File: src/hw/rtl/ccs_ram.sv
// ----------------------------------------------------------------------------
// ccs_ram
// Simple dual-port RAM: one write port, one read port with registered data.
// ----------------------------------------------------------------------------
module ccs_ram #(
  parameter int WIDTH = 8,
  parameter int DEPTH = 64
) (
  input  logic                     clk_i,
  input  logic                     we_i,
  input  logic [$clog2(DEPTH)-1:0] waddr_i,
  input  logic [WIDTH-1:0]         wdata_i,
  input  logic [$clog2(DEPTH)-1:0] raddr_i,
  output logic [WIDTH-1:0]         rdata_o
);

  logic [WIDTH-1:0] mem_q [DEPTH];
  logic [WIDTH-1:0] rdata_q;

  always_ff @(posedge clk_i) begin
    if (we_i) begin
      mem_q[waddr_i] <= wdata_i;
    end
    rdata_q <= mem_q[raddr_i];
  end

  assign rdata_o = rdata_q;

endmodule

File: config.mk
export PLATFORM = sky130hd
export DESIGN_NAME = ccs_ram
export DESIGN_NICKNAME = d
export VERILOG_FILES = /design/src/hw/rtl/ccs_ram.sv
export SDC_FILE = /design/constraint.sdc
export NUM_CORES = 1
export LEC_CHECK = 0
export BUFFER_PORTS_ARGS = -buffer_cell sky130_fd_sc_hd__clkbuf_2
export CELL_PAD_IN_SITES_DETAIL_PLACEMENT = 2
export CELL_PAD_IN_SITES_GLOBAL_PLACEMENT = 2
export CORE_ASPECT_RATIO = 0.75
export CORE_MARGIN = 5
export CORE_UTILIZATION = 45
export DETAILED_ROUTE_END_ITERATION = 10
export GPL_ROUTABILITY_DRIVEN = 1
export GPL_TIMING_DRIVEN = 0
export PLACE_DENSITY = 0.83
export SKIP_CTS_REPAIR_TIMING = 1
export SLEW_MARGIN = 20
export SYNTH_ARGS = -nofsm -noshare
export SYNTH_HDL_FRONTEND = slang
export SYNTH_SLANG_ARGS = --single-unit
File: constraint.sdc
create_clock -name clk_i -period 2.64 [get_ports clk_i]
set_clock_uncertainty 0.2 [all_clocks]
set_input_delay 0.396 -clock clk_i [delete_from_list [all_inputs] [get_ports clk_i]]
set_output_delay 0.396 -clock clk_i [all_outputs]
set_load 0.02 [all_outputs]
* After elaboration in Yosys (flattened, before gate mapping)
Memories as Yosys holds them, arrays and structs flattened. A register that Yosys moved wholly into a read port is not among the register bits.
Cells that the tools add are included.
** Word-level totals
- Flip-flop bits (word level) :: 0
- RAM bits :: 512
- Input port bits :: 22
- Output and inout bits :: 8
- Logic and storage cells :: 3
- Memories :: 1
** Cells by class
- Multiplexer cells :: 2
** Memories
- mem_q :: depth 64, bits a word 8, rd ports 1, clocked after Yosys merged registers in 1, write ports 1, RTL line 17 : logic [WIDTH-1:0] mem_q [DEPTH];
** Operator list (number)
- 2-to-1 mux 1 bit :: 2

* Depth between registers and ports, before layout
- Word-level depth :: 2
- Mapped depth :: 9
- Gate-level depth less buffers :: 5

* Least setup slack after synthesis
OpenSTA, ideal clock, no wires.
- Kind :: input port to flip-flop
- Start :: input raddr_i[1]
- End :: register rdata_q[3] (netlist: rdata_o[3]), read port of mem_q
- Library setup time :: 0.128 ns
- Data arrival time :: 1.936 ns
- Required time :: 2.312 ns
- Slack :: 0.376 ns
- Cell stages on the path :: 7
- Path buffers :: 3
- Cell sequence :: buf_4 buf_2 buf_2 mux4_2 mux4_2 o21ai_1 o41ai_1
** RTL lines
- start, declared :: RTL line 13 : input logic [$clog2(DEPTH)-1:0] raddr_i,
- end, declared :: RTL line 18 : logic [WIDTH-1:0] rdata_q;

==> flow_summary.yaml <==
cts:
  clock_latency_ns: 0.58
  cts_tree: "done"
  clockRootBuffer: "clkbuf_16"
  clk_pin_slew_ns: 0.06
  cts.path.max_buffers: 3
  cts_made_buffers: 51
  htreeDepth: 2
  clock-sinks: 520
floorplanning:
  io_pins: 30
  core_area_sq_um: 44500
  num_rows: 67
  chipWidth_microns: 254
  start_util_pct: 45.3
  dieArea_sq_um: 49200
  die_h_microns: 193
final_layout:
  regArea_sq_um: 15500
  drive_gt1_share_pct: 27.5
  antenna_cells: 0
  area_delta_synth_final_pct: 13.2
  multiInputGateArea_sq_um: 4430
  nFillCells: 3778
  final_cell_area_sq_um: 22800
  finalNonFillerCells: 1646
  fin_util_pct: 51.3
  fin_nets: 1041
place:
  gp_congestion: 0.841
  dp_hpwl_mm: 40.1
  portBuffers: 21
  dp_cells: 1549
  pre_cts_ws_ns: -0.961
  postPlaceCellArea_sq_um: 21100
global_route:
  grt_max_degree: 65
  antenna_found_initial: 3
  grt_pass1_wl_mm: 88.3
  gr-total-overflow: 0
  grt_util_all_layers_pct: 25.3
  grt_pass1_vias: 11600
setup_path:
  cp-start-kind: "primary input"
  critPathRequiredTime_ns: 2.85
  r2r_setup_slack_ns: 0.05
  cp_max_fo: 10
  arrival_ns: 2.89
  end_kind: "flop"
  reg2reg_depth: 4
  critical_path_class: "primary input to flop"
sta:
  whs_ns: 0.184
  rsz0062_at_grt: "true"
  min_period_over_period_pct: 101
  hold_violations: 0
  setup_tns_ns: -0.0429
  fin_crit_ns: 2.68
  finalMaxSlewViolations: 0
  tightestPinTransition_ns: 1.12
  setup_ws_ns: -0.0383
  slew_headroom_pct: 25.0
  fmax_mhz: 373
  setup_viol: 2
logic_synthesis:
  synth_cell_types: 40
  postSynthAreaPerCell_sq_um: 21.5
  ys_warn_count: 0
  synth-seq-area-share_pct: 77.0
  syn_nets: 962
  ys_ff_latch: 520
  syn_area_sq_um: 20200
  synth_cells: 940
detailed_routing:
  wirelength_mm: 61.6
  postRouteAntennaNets: 0
  via_per_inst: 6.30
  drt_iter0_drc: 1284
  dr_total_vias: 10400
  drc: 0
  firstDrtPassIters: 5
  wire_per_inst_microns: 37.4
power:
  power_mw: 17.3
  ir_drop_v: 0.000614
  power.density_nw_per_um2: 757
  power.leakage_nw: 7.07
hold_path:
  hp-class: "primary input to flop"
  hold_path_depth: 2
outcome:
  violations: "negative setup slack"
  status: "complete, but fails checks"
job:
  cap_violations: 0
synth_stat cells:
cell	n	area, sq um
buf_12	2	40.0
nor3_1	7	35.0
mux2_2	13	146
nor2b_1	14	87.6
o311ai_1	1	8.76
dfxtp_1	8	160
and2_1	1	6.26
o221ai_1	8	70.1
o22ai_1	8	50.1
buf_1	4	15.0
nor4_1	2	12.5
or3_1	1	6.26
o21ai_1	2	10.0
o2111ai_1	3	26.3
nand2_1	19	71.3
a31oi_1	1	6.26
o2bb2ai_1	3	26.3
a21oi_1	3	15.0
a22oi_1	3	22.5
a211oi_1	4	30.0
nor2_1	83	312
buf_6	4	45.0
a221oi_1	6	52.6
buf_2	11	55.1
edfxtp_1	512	15400
o41ai_1	2	17.5
nand3b_1	3	22.5
o21ai_0	2	10.0
o221a_2	2	22.5
o21a_1	2	15.0
clkbuf_1	17	63.8
mux2i_1	23	230
o32ai_1	2	17.5
mux4_2	126	2840
buf_4	13	97.6
a2111oi_0	2	17.5
nand3_1	13	65.1
nand2b_1	7	43.8
nand4_1	2	12.5
nand4b_1	1	8.76
flip-flops by register name, indices dropped and copies added, names as in the netlist:
| register | flops |
|---|---|
| mem_q | 512 |
| rdata_o | 8 |
cell usage in the layout, fill, tap and decap left out, types with 9 or more instances in the layout:
cell,instances
clkbuf_1,30
mux2_2,13
nand2_1,19
mux2i_1,22
clkbuf_2,20
nor2_1,75
edfxtp_1,512
clkbuf_16,53
mux4_2,126
buf_4,15
buf_2,9
nor2b_1,14
nand3_1,12
worst paths after layout:
path | startpoint | endpoint
setup reg to reg | mem_q[3][5]$_DFFE_PP_ | rdata_o[5]$_DFF_P_
hold reg to reg | mem_q[18][1]$_DFFE_PP_ | rdata_o[1]$_DFF_P_
setup / recovery | raddr_i[3] | rdata_o[4]$_DFF_P_
hold / removal | raddr_i[5] | rdata_o[3]$_DFF_P_
power breakdown:
group	switching [mW]	leakage [nW]	internal [mW]	total [mW]
clock network	3.10	0.776	3.99	7.09
registers	0.0225	4.67	9.14	9.16
logic	0.682	1.62	0.344	1.03
layout make-up:
cell class              instances  share of cell area, %
multi-input cells             369                   19.4
clock inverters                19                  0.620
clock buffers                  75                   6.35
plain buffers                  51                   1.47
flip-flops and latches        520                   68.1
repair buffers                 26                  0.872
well taps                     586                   3.21
cells by family (layout without fill, tap and decap cells):
kind of cell           count (synthesis)  in the layout  synth area share (%)
DFF                                  520            520                  77.0
muxes                                162            162                  15.9
and+or+nand+nor                      153            153                  3.39
AOI/OAI and AO/OA                     54             54                  2.07
buffers and inverters                 51            171                  1.57
critical path, stage by stage:
cell and delay (ns):
buf_2 0.36, clkdlybuf4s15_1 0.79, nand2_1 0.32, o221ai_1 0.33, nor2_1 0.10, nor3_1 0.36, o32ai_2 0.21
routing by layer:
| layer | track usage, % | part of all wire (%) | vias to the layer above |
|---|---|---|---|
| met5 | 0 | 0.013 | - |
| met4 | 7.85 | 3.7 | 2 |
| li1 | - | - | 4092 |
| met3 | 7.45 | 8.6 | 130 |
| met1 | 35.1 | 40 | 5594 |
| met2 | 39.3 | 47 | 559 |
Note: power is estimated with default switching activity, not from simulation.
