**config.mk**
```make
export PLATFORM = sky130hd
export DESIGN_NAME = ccs_gather
export DESIGN_NICKNAME = d
export VERILOG_FILES = /design/src/hw/rtl/ccs_pkg.sv /design/src/hw/rtl/ccs_gather.sv
export SDC_FILE = /design/constraint.sdc
export NUM_CORES = 1
export LEC_CHECK = 0
export CORE_ASPECT_RATIO = 0.9
export CORE_MARGIN = 2
export CORE_UTILIZATION = 45
export DETAILED_ROUTE_END_ITERATION = 12
export DONT_BUFFER_PORTS = 1
export HOLD_SLACK_MARGIN = 0.12
export PLACE_DENSITY = 0.61
export SETUP_SLACK_MARGIN = 0.02
export SLEW_MARGIN = 20
export SYNTH_ARGS = -nofsm -noshare
export SYNTH_HDL_FRONTEND = slang
export SYNTH_SLANG_ARGS = --single-unit
```
**constraint.sdc**
```tcl
create_clock -name clk_i -period 7 [get_ports clk_i]
set_input_delay 1.4 -clock clk_i [delete_from_list [all_inputs] [get_ports clk_i]]
set_output_delay 1.4 -clock clk_i [all_outputs]
set_load 0.005 [all_outputs]
```
**src/hw/rtl/ccs_pkg.sv**
```systemverilog
// ----------------------------------------------------------------------------
// ccs_pkg
// Shared constants, result codes and handshake structs of the command
// segmenter.
// ----------------------------------------------------------------------------
package ccs_pkg;

  localparam int QUEUE_DEPTH_DEF = 8;
  localparam int CMD_BYTES_DEF   = 64;
  localparam int MAX_FRAMES      = 10;

  localparam int PAYLOAD_MAX  = 7;
  localparam int FRAME_BYTES  = 8;
  localparam int HEADER_BYTES = 2;

  localparam int FN_W   = 4;  // frame number
  localparam int CALC_W = 8;  // length and offset arithmetic
  localparam int CNTB_W = 4;  // byte counts inside one frame

  localparam logic [1:0] KIND_FRAME  = 2'd0;
  localparam logic [1:0] KIND_ACCEPT = 2'd1;
  localparam logic [1:0] KIND_REJECT = 2'd2;

  typedef struct packed {
    logic              start;
    logic [FN_W-1:0]   fn;
    logic [CALC_W-1:0] len;
  } gather_req_t;

  typedef struct packed {
    logic        done;
    logic [15:0] id;
    logic [3:0]  len;
    logic [63:0] data;
  } gather_resp_t;

  typedef struct packed {
    logic [1:0]  kind;
    logic [15:0] id;
    logic [3:0]  len;
    logic [63:0] data;
    logic        last;
  } out_item_t;

endpackage

```
**src/hw/rtl/ccs_gather.sv**
```systemverilog
// ----------------------------------------------------------------------------
// ccs_gather
// Frame gather sequencer: reads the address byte, the function code and the
// payload bytes of one frame from the command store, one byte per cycle.
// ----------------------------------------------------------------------------
module ccs_gather import ccs_pkg::*; #(
  parameter int SLOT_W = 4,
  parameter int OFF_W  = 6
) (
  input  logic                    clk_i,
  input  logic                    rst_ni,
  input  gather_req_t             req_i,
  input  logic [SLOT_W-1:0]       slot_i,
  input  logic [7:0]              rdata_i,
  output logic [SLOT_W+OFF_W-1:0] raddr_o,
  output gather_resp_t            resp_o
);

  logic [CNTB_W-1:0] issue_q, total_q, rk_q, plen_q, plen_s;
  logic              rv_q, done_q, issue;
  logic [CALC_W-1:0] off_q, off_s, base_s, rem_s, rd_off;
  logic [SLOT_W-1:0] slot_q;
  logic [FN_W-1:0]   fn_q;
  logic [7:0]        idhi_q;
  logic [63:0]       data_q;
  logic [2:0]        dix;

  // payload of this frame: bytes left past the offset, capped at seven
  always_comb begin
    off_s  = (CALC_W'(req_i.fn) << 3) - CALC_W'(req_i.fn);
    base_s = off_s + CALC_W'(HEADER_BYTES);
    rem_s  = (req_i.len > base_s) ? req_i.len - base_s : '0;
    plen_s = (rem_s < CALC_W'(FRAME_BYTES)) ? rem_s[CNTB_W-1:0] : CNTB_W'(PAYLOAD_MAX);
  end

  assign issue   = (issue_q != total_q);
  // read k: header byte k for k < 2, else payload byte at offset + k
  assign rd_off  = (issue_q < CNTB_W'(HEADER_BYTES)) ? CALC_W'(issue_q)
                                                     : off_q + CALC_W'(issue_q);
  assign raddr_o = {slot_q, rd_off[OFF_W-1:0]};
  assign dix     = 3'(rk_q - CNTB_W'(1));

  always_ff @(posedge clk_i or negedge rst_ni) begin
    if (!rst_ni) begin
      issue_q <= '0;
      total_q <= '0;
      rv_q    <= 1'b0;
      done_q  <= 1'b0;
    end else if (req_i.start) begin
      issue_q <= '0;
      total_q <= plen_s + CNTB_W'(HEADER_BYTES);
      rv_q    <= 1'b0;
      done_q  <= 1'b0;
    end else begin
      if (issue) begin
        issue_q <= issue_q + CNTB_W'(1);
      end
      rv_q   <= issue;
      done_q <= rv_q && (rk_q == total_q - CNTB_W'(1));
    end
  end

  always_ff @(posedge clk_i) begin
    rk_q <= issue_q;
    if (req_i.start) begin
      off_q  <= off_s;
      slot_q <= slot_i;
      fn_q   <= req_i.fn;
      plen_q <= plen_s;
      data_q <= '0;
    end else if (rv_q) begin
      if (rk_q == '0) begin
        idhi_q <= rdata_i;
      end else begin
        data_q[8*dix +: 8] <= rdata_i;
      end
    end
  end

  assign resp_o.done = done_q;
  assign resp_o.id   = {idhi_q, 4'b0000, fn_q};
  assign resp_o.len  = plen_q + 4'd1;
  assign resp_o.data = data_q;

endmodule

```
; Word level (Yosys, flattened, before mapping)
; Index checks and enable logic that the tools add are counted.
[word_totals]
elab_cells = 43
regBits = 104
inputBits = 27
[classes]
eq_ne = 2
n_shift = 2
reduce_logical = 5
mux = 8
n_addsub = 10
order_cmp = 3
bitwise = 2
[ops]
columns = op, n
row1 = bitwise mux 64 bit, 1
row2 = variable shift 8 x 34 -> 64 bit (first input constant), 1
row3 = indexed part select 8 x 34 -> 64 bit, 1
row4 = negator 6 -> 34 bit, 1
row5 = 2-to-1 mux 4 bit, 3
row6 = adder 4 x 1 -> 4 bit (second input constant), 2
row7 = adder 8 x 2 -> 8 bit (second input constant), 1
row8 = > comparator 8 bit, 1
row9 = less-than comparator 8 x 4 -> 1 bit (second input constant), 1
row10 = 2-to-1 mux 8 bit, 1
row11 = subtractor 7 x 4 -> 8 bit, 1
row12 = subtractor 8 bit, 1
row13 = adder 6 x 4 -> 6 bit, 1
row14 = 2-to-1 mux 6 bit, 1
row15 = adder 4 x 2 -> 4 bit (second input constant), 1
row16 = == test 4 bit, 1
row17 = logical NOT 4 bit, 1
row18 = less-than comparator 4 x 2 -> 1 bit (second input constant), 1
row19 = != test 4 bit, 1
row20 = subtractor 4 x 1 -> 4 bit (second input constant), 1
row21 = AND reduction 3 bit, 1
row22 = subtractor 3 x 1 -> 3 bit (second input constant), 1
row23 = 2-to-1 mux 1 bit, 2
row24 = NOT 1 bit, 2
row25 = other kinds (3), 3

; Logic depth before layout (Yosys ltp)
; Gate-level depths: netlist of run 1.
[depth]
ltp_word = 7
mapped_depth = 14
mapped_depth_nobuf = 14

; Worst setup path after synthesis of run 1
; Ideal clock, no wire load.
[synth_path]
path_type = in2reg
startpoint = in req_i[11] (netlist bit)
endpoint = reg plen_q[0], data pin
cell_stages = 14
t_arrival_ps = 3990
setup_ps = 271
path_slack_ps = 2738
required_ps = 6729
cell_sequence = inv_1 ha_1 a31oi_1 xnor2_1 and2_1 nand4_1 xor2_1 ha_1 nand2_2 o21ai_2 nor3b_2 o21ai_2 a2111oi_4 a21oi_1
[synth_between]
elab_chain_cells = 6
[synth_rtl]
columns = item, line
row1 = start: declaration, ccs_gather.sv:12  ; input gather_req_t req_i,
row2 = subtractor 7 x 4 -> 8 bit (*), ccs_gather.sv:30  ; off_s = (CALC_W'(req_i.fn) << 3) - CALC_W'(req_i.fn);
row3 = net off_s[4], ccs_gather.sv:21  ; logic [CALC_W-1:0] off_q, off_s, base_s, rem_s, rd_off;
row4 = adder 8 x 2 -> 8 bit (*), ccs_gather.sv:31  ; base_s = off_s + CALC_W'(HEADER_BYTES);
row5 = subtractor 8 bit or > comparator 8 bit (tied branches), ccs_gather.sv:32  ; rem_s = (req_i.len > base_s) ? req_i.len - base_s : '0;
row6 = 2-to-1 mux 8 bit (*), ccs_gather.sv:32
row7 = less-than comparator 8 x 4 -> 1 bit, ccs_gather.sv:33  ; plen_s = (rem_s < CALC_W'(FRAME_BYTES)) ? rem_s[CNTB_W-1:0] : CNTB_W'(PAYLOAD_MAX);
row8 = 2-to-1 mux 4 bit (*), ccs_gather.sv:33
row9 = net plen_s[0], ccs_gather.sv:19  ; logic [CNTB_W-1:0] issue_q, total_q, rk_q, plen_q, plen_s;
row10 = end signal: assignment, ccs_gather.sv:69  ; plen_q <= plen_s;
row11 = end: declaration, ccs_gather.sv:19
; Mark *: on every way through the listed nets, which the timed path passes. The rest lies on a longest branch.
; A chain may end at the register's enable or synchronous reset.

; Worst setup path in the final report of run 1
[layout_path]
startpoint = in req_i[11] (netlist bit)
endpoint = reg plen_q[1], data pin
; The elaborated chain is that of the path after synthesis.

==> summary.md, run 1 <==
| Metric | Value |
|---|---|
| All-layer global routing usage | 0.182 |
| Gate power share | 0.267 |
| Share of cells above drive strength 1 | 0.0568 |
| Clock Path Buffers | 2 |
| PnR worst setup slack | 2.72 ns |
| Final max-slew violation count | 0 |
| Number of global-route vias before repair | around 3.2k |
| Iteration-0 DRC Markers | approximately 230 |
| Synth top cells by count | a21oi_1, dfxtp_1, nand3_1 |
| Clock latency on the worst-skew pair | 0.34 ns |
| Sequential fraction of design power | 0.416 |
| Synth Warn # | 0 |
| Critical path arrival | 4.35 ns |
| Pin count of the biggest net entering global routing | 97 |
| Status | complete, no violations |
| Clock sinks | just over 100 |
| Cts repair resizes | 0 |
| First-pass GRT wire length | around 17,000 um |
| Slowest stage delay, CP | roughly 0.52 ns |
| Post-synth top area share | 0.279 |
| RSZ-0062 raised after global routing | false |
| GRT overflow | 0 |
| Critical path class | in -> reg |
| Number of H-tree levels | 3 |
| Leading area contributor after synthesis | dfxtp_1 |
| PortBufs | 0 |
| Primary FF master, synth | dfxtp_1 |
| Cells after Synth | around 530 |
| Crit path time final | roughly 4.3 ns |
| Leakage | between 1.5 and 2 nW |
| Setup slack, reg-to-reg | approximately 4 ns |
| Clock Skew | between 0.007 and 0.008 ns |
| Die ar. | roughly 12,000 um^2 |
| Worst vdd ir | roughly 0.2 mV |
| HPWL Detailed | around 7700 um |
| Critical Path Sink Type | flip-flop |
| Initial Util | 0.456 |
| TritonCTS buffer count | 9 |
| Pint | roughly 1.2 mW |
| Growth of design area from synthesis to finish | 7.07% |
| Final hold slack | between 0.4 and 0.5 ns |
| Fmax | approximately 0.23 GHz |
| Synth top area cells | dfxtp_1, edfxtp_1, a21oi_1, nand3_1, ha_1 |
| Max cap viols | 0 |
| Nets | between 500 and 600 |
| Setup_tns | 0 ns |
| Distinct cells, synth | 53 |
| CP Max Fanout | 8 |
| IO Pins | about 120 |
| Net Sw Frac | 0.331 |
| Setup Slack @ Placement | around 2.4 ns |
| DRT antenna net count | 0 |
| Max_slew headroom | 0.307 |
| Post-Syn Area | about 4900 um^2 |
| Async SR Flop Fraction | 0.0971 |
| Drt pass-1 iters | 4 |
| Synth Area per Inst | slightly above 9 um^2 |
| Antenna diodes | 0 |
| Avg WL per Cell | between 15 and 20 um |
| Core area | about 11,000 um^2 |
| CP Cell Sequence | inv_1, ha_1, inv_1, o21ai_0, o21ai_0, nand4_1, xor2_1, ha_1, nand2_2, o21ai_2, nor3b_2, o21ai_2, a2111oi_4, a21oi_1 |
| Clock Root Buffer | clkbuf_16 |
| CTS Hold Buffers Added | 0 |
| DRC | 0 |
| CTS tree | built |
| CP required | a little over 7 ns |
| Sequential area share after synthesis | 0.484 |
| Clk slew on worst S/H paths | ~0.07 ns |
| R2R depth | 8 |
| Routed vias/inst | 5.61 |
| Slowest CP cell | a2111oi_4 |
| Yosys reg bits | just over 100 |
| Endpoint, Worst Hold | data_q[26] |
| Pwr dens | ~330 nW/um^2 |
| Clock Power Share | 0.317 |
| Switching power | about 0.57 mW |
| Initial antenna violation count | 0 |
| Final WL | approximately 11,000 um |
| Post-synth EDFFs | 25 |
| RePlAce Congestion | between 0.8 and 0.9 |
| Startpoint types | input port |
| Count leader, synth | a21oi_1 |
| Worst Hold Class | reg -> reg |
| Min-delay src | data_q[26] |
| Final setup fails | 0 |
| Final hold violation count | 0 |
| Critical R2R Capture | data_q[62] |
| Worst R2R Start | rk_q[0] |
| Die width | around 110 um |
| Total number of vias | 3,611 |
| FP Rows | 36 |
| Worst Hold Path Cells | 2 |
| Die Y-Extent | just over 100 um |
| Postcts setup bufs | 0 |
| Final period utilization | 0.612 |
| Slew of the pin with the lowest slew margin | ~1.0 ns |
==> cells by family after synthesis <==
logic type / Yosys count / synth area share
AND/OR/NAND/NOR: 198 / 0.198
AO/OA/AOI/OAI: 105 / 0.129
flip-flops: 103 / 0.484
multiplexers: 8 / 0.0167
XOR/XNOR: 27 / 0.0500
buffers and inverters: 59 / 0.0530
other: 1 / 0.000768
adder cells (fa/ha/maj): 26 / 0.0697
==> power groups by stage <==
stage | clock [mW] | sequential, mW | combinational, mW
finish | 0.547 | 0.715 | 0.460
global route | 0.586 | 0.724 | 0.516
CTS | 0.561 | 0.717 | 0.459
detailed placement | 0 | 0.729 | 0.458
global placement | 0 | 0.729 | 0.446
floorplan | 0 | 0.707 | 0.401
==> worst max-delay path by stage <==
stage                         start        end  slack, ns  cells after the start
after floorplan           req_i[11]  plen_q[0]       2.74                     14
after global placement    req_i[11]  plen_q[1]       2.53                     14
after detailed placement  req_i[11]  plen_q[1]       2.39                     12
after CTS                 req_i[11]  plen_q[1]       2.74                     12
after global routing      req_i[11]  plen_q[1]       2.50                     14
final                     req_i[11]  plen_q[1]       2.72                     14
==> placed cells by master, fill, tap and decap left out, types with 2 or more instances in the layout <==
cell and instances:
nand2_1 62, edfxtp_1 25, nand2b_1 3, xnor2_1 12, dfxtp_1 68, nor3_1 6, conb_1 5, nand3_1 67
o21ai_0 11, nor2_1 27, a21oi_1 69, and3_1 8, mux2i_1 7, o21ai_2 2, nor3b_1 2, nand4_1 6
xor2_1 14, a311oi_1 2, a2111oi_0 2, fa_1 2, dfrtp_1 10, bufinv_16 2, and2_1 2, a211oi_1 2
a21o_1 4, clkbuf_1 2, clkbuf_16 10, inv_1 22, a31oi_1 2, ha_1 24, nor2b_1 5, and4_1 2
==> worst max-delay path: cells and delay by family <==
family / cells / cell delay [ns]
buf+inv: 2 / 0.15
fa+ha+maj: 2 / 0.72
simple gates: 3 / 0.47
compound gates: 6 / 1.44
xor+xnor: 1 / 0.18
==> routing by layer <==
metal,track usage,vias to the layer above,share of wire
li1,-,1788,-
met1,0.248,1673,0.44
met2,0.272,143,0.44
met3,0.0694,7,0.11
met4,0.0525,0,0.0088
met5,0,-,0
==> through the flow <==
step           total power [mW]  area (um^2)  std cells  utilization
2_1_floorplan              1.11         4900        531            -
3_3_place_gp               1.17         4900        628        0.457
3_5_place_dp               1.19         4900        628        0.457
4_1_cts                    1.74         5230        644        0.488
5_1_grt                    1.83         5230        644        0.488
6_report                   1.72         5230        644        0.488
==> cell type report <==
cell class,instances,area (um^2)
clock buffer,12,258
timing repair buffer,1,7.51
fill,978,5490
tap,133,166
inverter,22,82.6
multi-input combinational,369,2280
clock inverter,4,75.1
sequential,103,2360
==> registers in the layout, summed over array words and instances (netlist names) <==
signal / cells
done_q: 1
off_q: 6
rk_q: 4
total_q: 4
rv_q: 1
data_q: 64
issue_q: 4
slot_q: 4
plen_q: 4
fn_q: 3
idhi_q: 8
No activity file was read; power rests on OpenSTA's default activity.
==> run 2: changes to the inputs <==
Clock period 7 ns to 4.5 ns, I/O delays scaled along.
==> run 2 against run 1 <==
Net effect:
- via count increased by 1.8%
- final cell count increased by 0.16%
- core utilization is 0.29 points lower
- sequential power grew 55%
- routed wire length up 2.5%
- largest power group unchanged
- cell area decreased by 0.60%
- die area did not move
- sequential share of layout area is 0.27 points higher
- register-to-register slack got worse by 2.5 ns
- worst setup slack worse by 2.1 ns
- worst hold slack worse by 0.23 ns
- clock power rose by 38%
==> summary.md, run 2 (synthesis gave the netlist of run 1 again) <==
| Metric | Value |
|---|---|
| Clock Power Share | 0.291 (-0.026) |
| Number of H-tree levels | 3 (unchanged) |
| Final WL | 11,200 um (+2.5%) |
| Startpoint types | input port |
| Worst vdd ir | 0.253 mV (+29%) |
| Fmax | around 0.26 GHz |
| Die Y-Extent | 103 um (unchanged) |
| Number of flip-flops in the largest register | 64 (unchanged) |
| Total number of vias | 3,677 (+1.8%) |
| RSZ-0062 raised after global routing | false |
| Clock sinks | 103 (unchanged) |
| Gate power share | 0.278 (+0.011) |
| Drt pass-1 iters | 5 (+1) |
| Max_slew headroom | 0.330 (+0.0229) |
| Worst Hold Class | in -> async |
| Design area | 5200 um^2 (-0.60%) |
| FP Rows | 36 (unchanged) |
| Iteration-0 DRC Markers | 270 (+18%) |
| Final period utilization | 0.858 |
| Critical Path Sink Type | flip-flop |
| Number of global-route vias before repair | 3,315 (+2.3%) |
| Most common cell after layout, fill and taps aside | a21oi_1 |
| Setup Slack @ Placement | 0.321 ns (-2.07 ns) |
| Max cap viols | 0 (unchanged) |
| Share of cells above drive strength 1 | 0.0645 (+0.00770) |
| PortBufs | 0 (unchanged) |
| CTS Hold Buffers Added | 0 (unchanged) |
| Setup_tns | 0 ns (unchanged) |
| All-layer global routing usage | 0.188 (+0.00637) |
| Status | complete, no violations |
| Leakage | 1.87 nW (-0.60%) |
| Registers with the most flip-flops | data_q: 64 flops, idhi_q: 8 flops, off_q: 6 flops |
| Final hold violation count | 0 (unchanged) |
| Initial Util | 0.456 (unchanged) |
| HPWL Detailed | 7760 um (+0.20%) |
| Nets | 560 (+0.18%) |
| Clock latency on the worst-skew pair | 0.35 ns (about the same) |
| First-pass GRT wire length | 17,000 um (+1.9%) |
| Cts repair resizes | 0 (unchanged) |
| Fin cells | 645 (+0.16%) |
| Routed vias/inst | 5.70 (+1.7%) |
| IO Pins | 122 (unchanged) |
| Slew of the pin with the lowest slew margin | 1.00 ns (-0.0360 ns) |
| Critical path class | in -> reg |
| Critical path arrival | 3.94 ns (-0.41 ns) |
| Placed Area | 4900 um^2 (+0.15%) |
| DRC | 0 (unchanged) |
| CP required | 4.58 ns (-2.49 ns) |
| CP Max Fanout | 8 (unchanged) |
| Clock Skew | 0.0104 ns (+0.00315 ns) |
| Most frequent cells in the layout | a21oi_1, dfxtp_1, nand3_1 |
| Power after layout | 2.59 mW (+50%) |
| Die ar. | 11,700 um^2 (unchanged) |
| CTS tree | built |
| Postcts setup bufs | 0 (unchanged) |
| GRT overflow | 0 (unchanged) |
| Clk slew on worst S/H paths | 0.07 ns (about the same) |
| Avg WL per Cell | 17.3 um (+2.3%) |
| Growth of design area from synthesis to finish | 6.43% |
| Net Sw Frac | 0.354 (+0.0239) |
| Pwr dens | 498 nW/um^2 (+51%) |
| Pint | 1.67 mW (+45%) |
| Clock Root Buffer | clkbuf_16 |
| Crit path time final | slightly below 4 ns |
| Core area | 10,700 um^2 (unchanged) |
| PnR worst setup slack | 0.637 ns (-2.08 ns) |
| Final max-slew violation count | 0 (unchanged) |
| Switching power | 0.917 mW (+61%) |
| DRT antenna net count | 0 (unchanged) |
| Antenna diodes | 0 (unchanged) |
| TritonCTS buffer count | 9 (unchanged) |
| Initial antenna violation count | 0 (unchanged) |
| Largest Register | data_q |
| Final setup fails | 0 (unchanged) |
| Sequential fraction of design power | 0.430 (+0.014) |
| Die width | 114 um (unchanged) |
| Clock Path Buffers | 2 (unchanged) |
| RePlAce Congestion | 0.810 (-0.63%) |
| Pin count of the biggest net entering global routing | 97 (unchanged) |
| Dpl cells | 629 (+0.16%) |
run 2: power groups by stage:
stage / Clock [mW] / Sequential (mW) / Combinational [mW]
2_1_floorplan: 0 / 1.10 / 0.624
3_3_place_gp: 0 / 1.13 / 0.695
3_5_place_dp: 0 / 1.13 / 0.713
4_1_cts: 0.774 / 1.12 / 0.716
5_1_grt: 0.814 / 1.13 / 0.812
6_report: 0.753 / 1.11 / 0.720
run 2: path summary, 6_finish.rpt:
check / startpoint / end / slack, ns / cells past startpoint
max in group asynchronous: rst_ni / done_q / 4.18 / 0
worst max register to register: rk_q[0] / data_q[62] / 1.48 / 8
worst min register to register: data_q[50] / data_q[50] / 0.47 / 2
min in group clk_i: data_q[50] / data_q[50] / 0.47 / 2
worst min-delay path: rst_ni / total_q[0] / 0.25 / 0
worst max-delay path: req_i[11] / plen_q[1] / 0.64 / 14
run 2: area by class of cell:
type                       count  area [um^2]
multi-input combinational    369         2280
clock buffer                  10          239
fill                        1028         5520
inverter                      22         82.6
clock inverter                 6         52.6
timing repair buffer           2         15.0
tap                          133          166
sequential                   103         2360
run 2: metrics by stage:
step            util  hold slack, ns
2_1_floorplan      -           0.437
3_3_place_gp   0.457           0.459
3_5_place_dp   0.457           0.461
4_1_cts        0.485           0.234
5_1_grt        0.485           0.227
6_report       0.485           0.247
run 2: critical path, stage by stage:
cell and delay [ns]:
inv_1 0.04, ha_1 0.30, inv_1 0.10, o21ai_0 0.11
o21ai_0 0.48, nand4_1 0.18, xor2_1 0.18, ha_1 0.42
nand2_2 0.11, o21ai_2 0.16, nor3b_2 0.20, o21ai_2 0.09
a2111oi_4 0.52, a21oi_1 0.15
run 2: layer usage:
metal  share of wire  routed length, um  GRT usage
met2            0.44               4940      0.277
met5               0                  0          0
met1            0.44               4930      0.254
met3            0.10               1140     0.0688
met4           0.014                159     0.0760
==> run 3: changes to the inputs <==
==> constraint.sdc (replaced) <==
create_clock -name clk_i -period 4.5 [get_ports clk_i]
set_input_delay 0.9 -clock clk_i [delete_from_list [all_inputs] [get_ports clk_i]]
set_output_delay 0.9 -clock clk_i [all_outputs]
set_load 0.1 [all_outputs]
==> run 3 against run 2 <==
Net effect:
- die area did not move
- register-to-register slack got worse by 0.05 ns
- clock power is 9.4% higher
- combinational power is 47% higher
- count of clock-buffer cells in the layout is 2 higher
- critical path type unchanged
==> summary.md, run 3 (synthesis gave the netlist of run 1 again) <==
| Metric | Value |
|---|---|
| Status | complete, no violations |
| Die Y-Extent | 103 um (unchanged) |
| Cts repair resizes | 0 (unchanged) |
| Iteration-0 DRC Markers | 261 (-3.3%) |
| Startpoint types | input port |
| All-layer global routing usage | 0.191 (+0.00225) |
| Pin count of the biggest net entering global routing | 97 (unchanged) |
| CP required | 4.58 ns (about the same) |
| Clock Root Buffer | clkbuf_16 |
| Postcts setup bufs | 0 (unchanged) |
| RSZ-0062 raised after global routing | false |
| Number of H-tree levels | 3 (unchanged) |
| DRC | 0 (unchanged) |
| Clock latency on the worst-skew pair | 0.35 ns (about the same) |
| HPWL Detailed | 7850 um (+1.2%) |
| RePlAce Congestion | 0.810 (about the same) |
| Gate power share | 0.326 (+0.048) |
| Share of cells above drive strength 1 | 0.0886 (+0.0242) |
| Clock Path Buffers | 2 (unchanged) |
| Worst Hold Class | in -> async |
| Die ar. | 11,700 um^2 (unchanged) |
| Initial Util | 0.456 (unchanged) |
| Most common cell after layout, fill and taps aside | a21oi_1 |
| Core area | 10,700 um^2 (unchanged) |
| Largest Register | data_q |
| TritonCTS buffer count | 9 (unchanged) |
| Design area | 5340 um^2 (+2.8%) |
| CP Max Fanout | 8 (unchanged) |
| Max cap viols | 0 (unchanged) |
| Crit path time final | 3.82 ns (-0.0440 ns) |
| Leakage | 1.94 nW (+3.5%) |
| Clk slew on worst S/H paths | 0.07 ns (about the same) |
| Setup_tns | 0 ns (unchanged) |
| Net Sw Frac | 0.449 (+0.0945) |
| Drt pass-1 iters | 4 (-1) |
| Number of global-route vias before repair | 3,426 (+3.3%) |
| Antenna diodes | 0 (unchanged) |
| Worst vdd ir | 0.372 mV (+47%) |
| Final WL | 11,100 um (-0.80%) |
| Nets | 567 (+1.3%) |
| Final max-slew violation count | 0 (unchanged) |
| GRT met1 Usage | 0.256 (+0.00260) |
| CP Cell Sequence | inv_1, ha_1, inv_1, o21ai_0, o21ai_0, nand4_1, xor2_1, ha_1, nand2_2, o21ai_2, nor3b_2, o21ai_2, a2111oi_4, a21oi_1 |
| Slowest stage delay, CP | 0.52 ns (about the same) |
| Switching power | 1.45 mW (+59%) |
| Slowest CP cell | a2111oi_4 |
| Routed vias/inst | 5.61 (-1.6%) |
| Avg WL per Cell | 17.0 um (-1.9%) |
| Placed Area | 5010 um^2 (+2.3%) |
| Max_slew headroom | 0.318 (-0.0119) |
| GRT overflow | 0 (unchanged) |
| PortBufs | 0 (unchanged) |
| Clock sinks | 103 (unchanged) |
| Sequential fraction of design power | 0.420 (-0.010) |
| First-pass GRT wire length | 17,400 um (+2.4%) |
| CTS tree | built |
| Clock Power Share | 0.254 (-0.037) |
| Critical Path Sink Type | flip-flop |
| Total number of vias | 3,656 (-0.57%) |
| Top Usage Layer GRT | met2 |
| Met2 global-route usage | 0.282 (+0.00507) |
| Power after layout | 3.24 mW (+25%) |
| Critical path class | in -> reg |
| Registers with the most flip-flops | data_q: 64 flops, idhi_q: 8 flops, off_q: 6 flops |
| IO Pins | 122 (unchanged) |
| FP Rows | 36 (unchanged) |
| Slew of the pin with the lowest slew margin | 1.02 ns (+0.0202 ns) |
| Number of flip-flops in the largest register | 64 (unchanged) |
| Most frequent cells in the layout | a21oi_1, dfxtp_1, nand3_1 |
| CTS Hold Buffers Added | 0 (unchanged) |
| Growth of design area from synthesis to finish | 9.38% |
| Met3 usage | 0.0776 (+0.00882) |
| Final setup fails | 0 (unchanged) |
| Final period utilization | 0.849 (-0.00977) |
| Pint | 1.79 mW (+7.0%) |
| DRT antenna net count | 0 (unchanged) |
| Worst path bufs/invs | 2 (unchanged) |
| Critical path arrival | 3.90 ns (-0.04 ns) |
| Final hold violation count | 0 (unchanged) |
| Critical path's top delay family | compound AO/OA/AOI/OAI gates |
| Fmax | 0.262 GHz (+1.2%) |
| Die width | 114 um (unchanged) |
| Pwr dens | 607 nW/um^2 (+22%) |
| Initial antenna violation count | 0 (unchanged) |
| Clock Skew | 0.0105 ns (+0.000121 ns) |
run 3: worst paths after layout:
check,from,to,slack [ns],cells past startpoint
worst max register to register,rk_q[0],data_q[42],1.43,8
worst min-delay path,rst_ni,rv_q,0.24,0
max in group asynchronous,rst_ni,issue_q[0],4.18,0
min in group clk_i,issue_q[3],rk_q[3],0.51,0
worst min register to register,issue_q[3],rk_q[3],0.51,0
worst max-delay path,req_i[11],plen_q[0],0.68,14
run 3: per-stage QoR:
step                      hold WS, ns  worst slack, ns  instances  utilization
after floorplan                 0.437            0.451        531            -
after global placement          0.492            0.532        636        0.467
after detailed placement        0.500            0.369        636        0.468
after CTS                       0.231            0.731        652        0.498
after global routing            0.227            0.386        652        0.498
final                           0.244            0.681        652        0.498
run 3: layer usage:
metal,part of all wire,up-vias
met5,0,-
met4,0.011,0
met3,0.12,11
met2,0.44,141
met1,0.43,1698
li1,-,1806
run 3: power groups by stage:
stage	logic (mW)	clock network (mW)	registers [mW]
4_1_cts	1.05	0.844	1.36
3_3_place_gp	1.02	0	1.38
6_report	1.06	0.824	1.36
2_1_floorplan	0.900	0	1.34
3_5_place_dp	1.05	0	1.38
5_1_grt	1.15	0.882	1.37
run 3: layout make-up:
| type | count | area [um^2] |
|---|---|---|
| clock buffer | 12 | 289 |
| clock inverter | 4 | 37.5 |
| fill | 1002 | 5380 |
| inverter | 22 | 82.6 |
| multi-input combinational | 369 | 2320 |
| sequential | 103 | 2360 |
| tap | 133 | 166 |
| timing repair buffer | 9 | 85.1 |
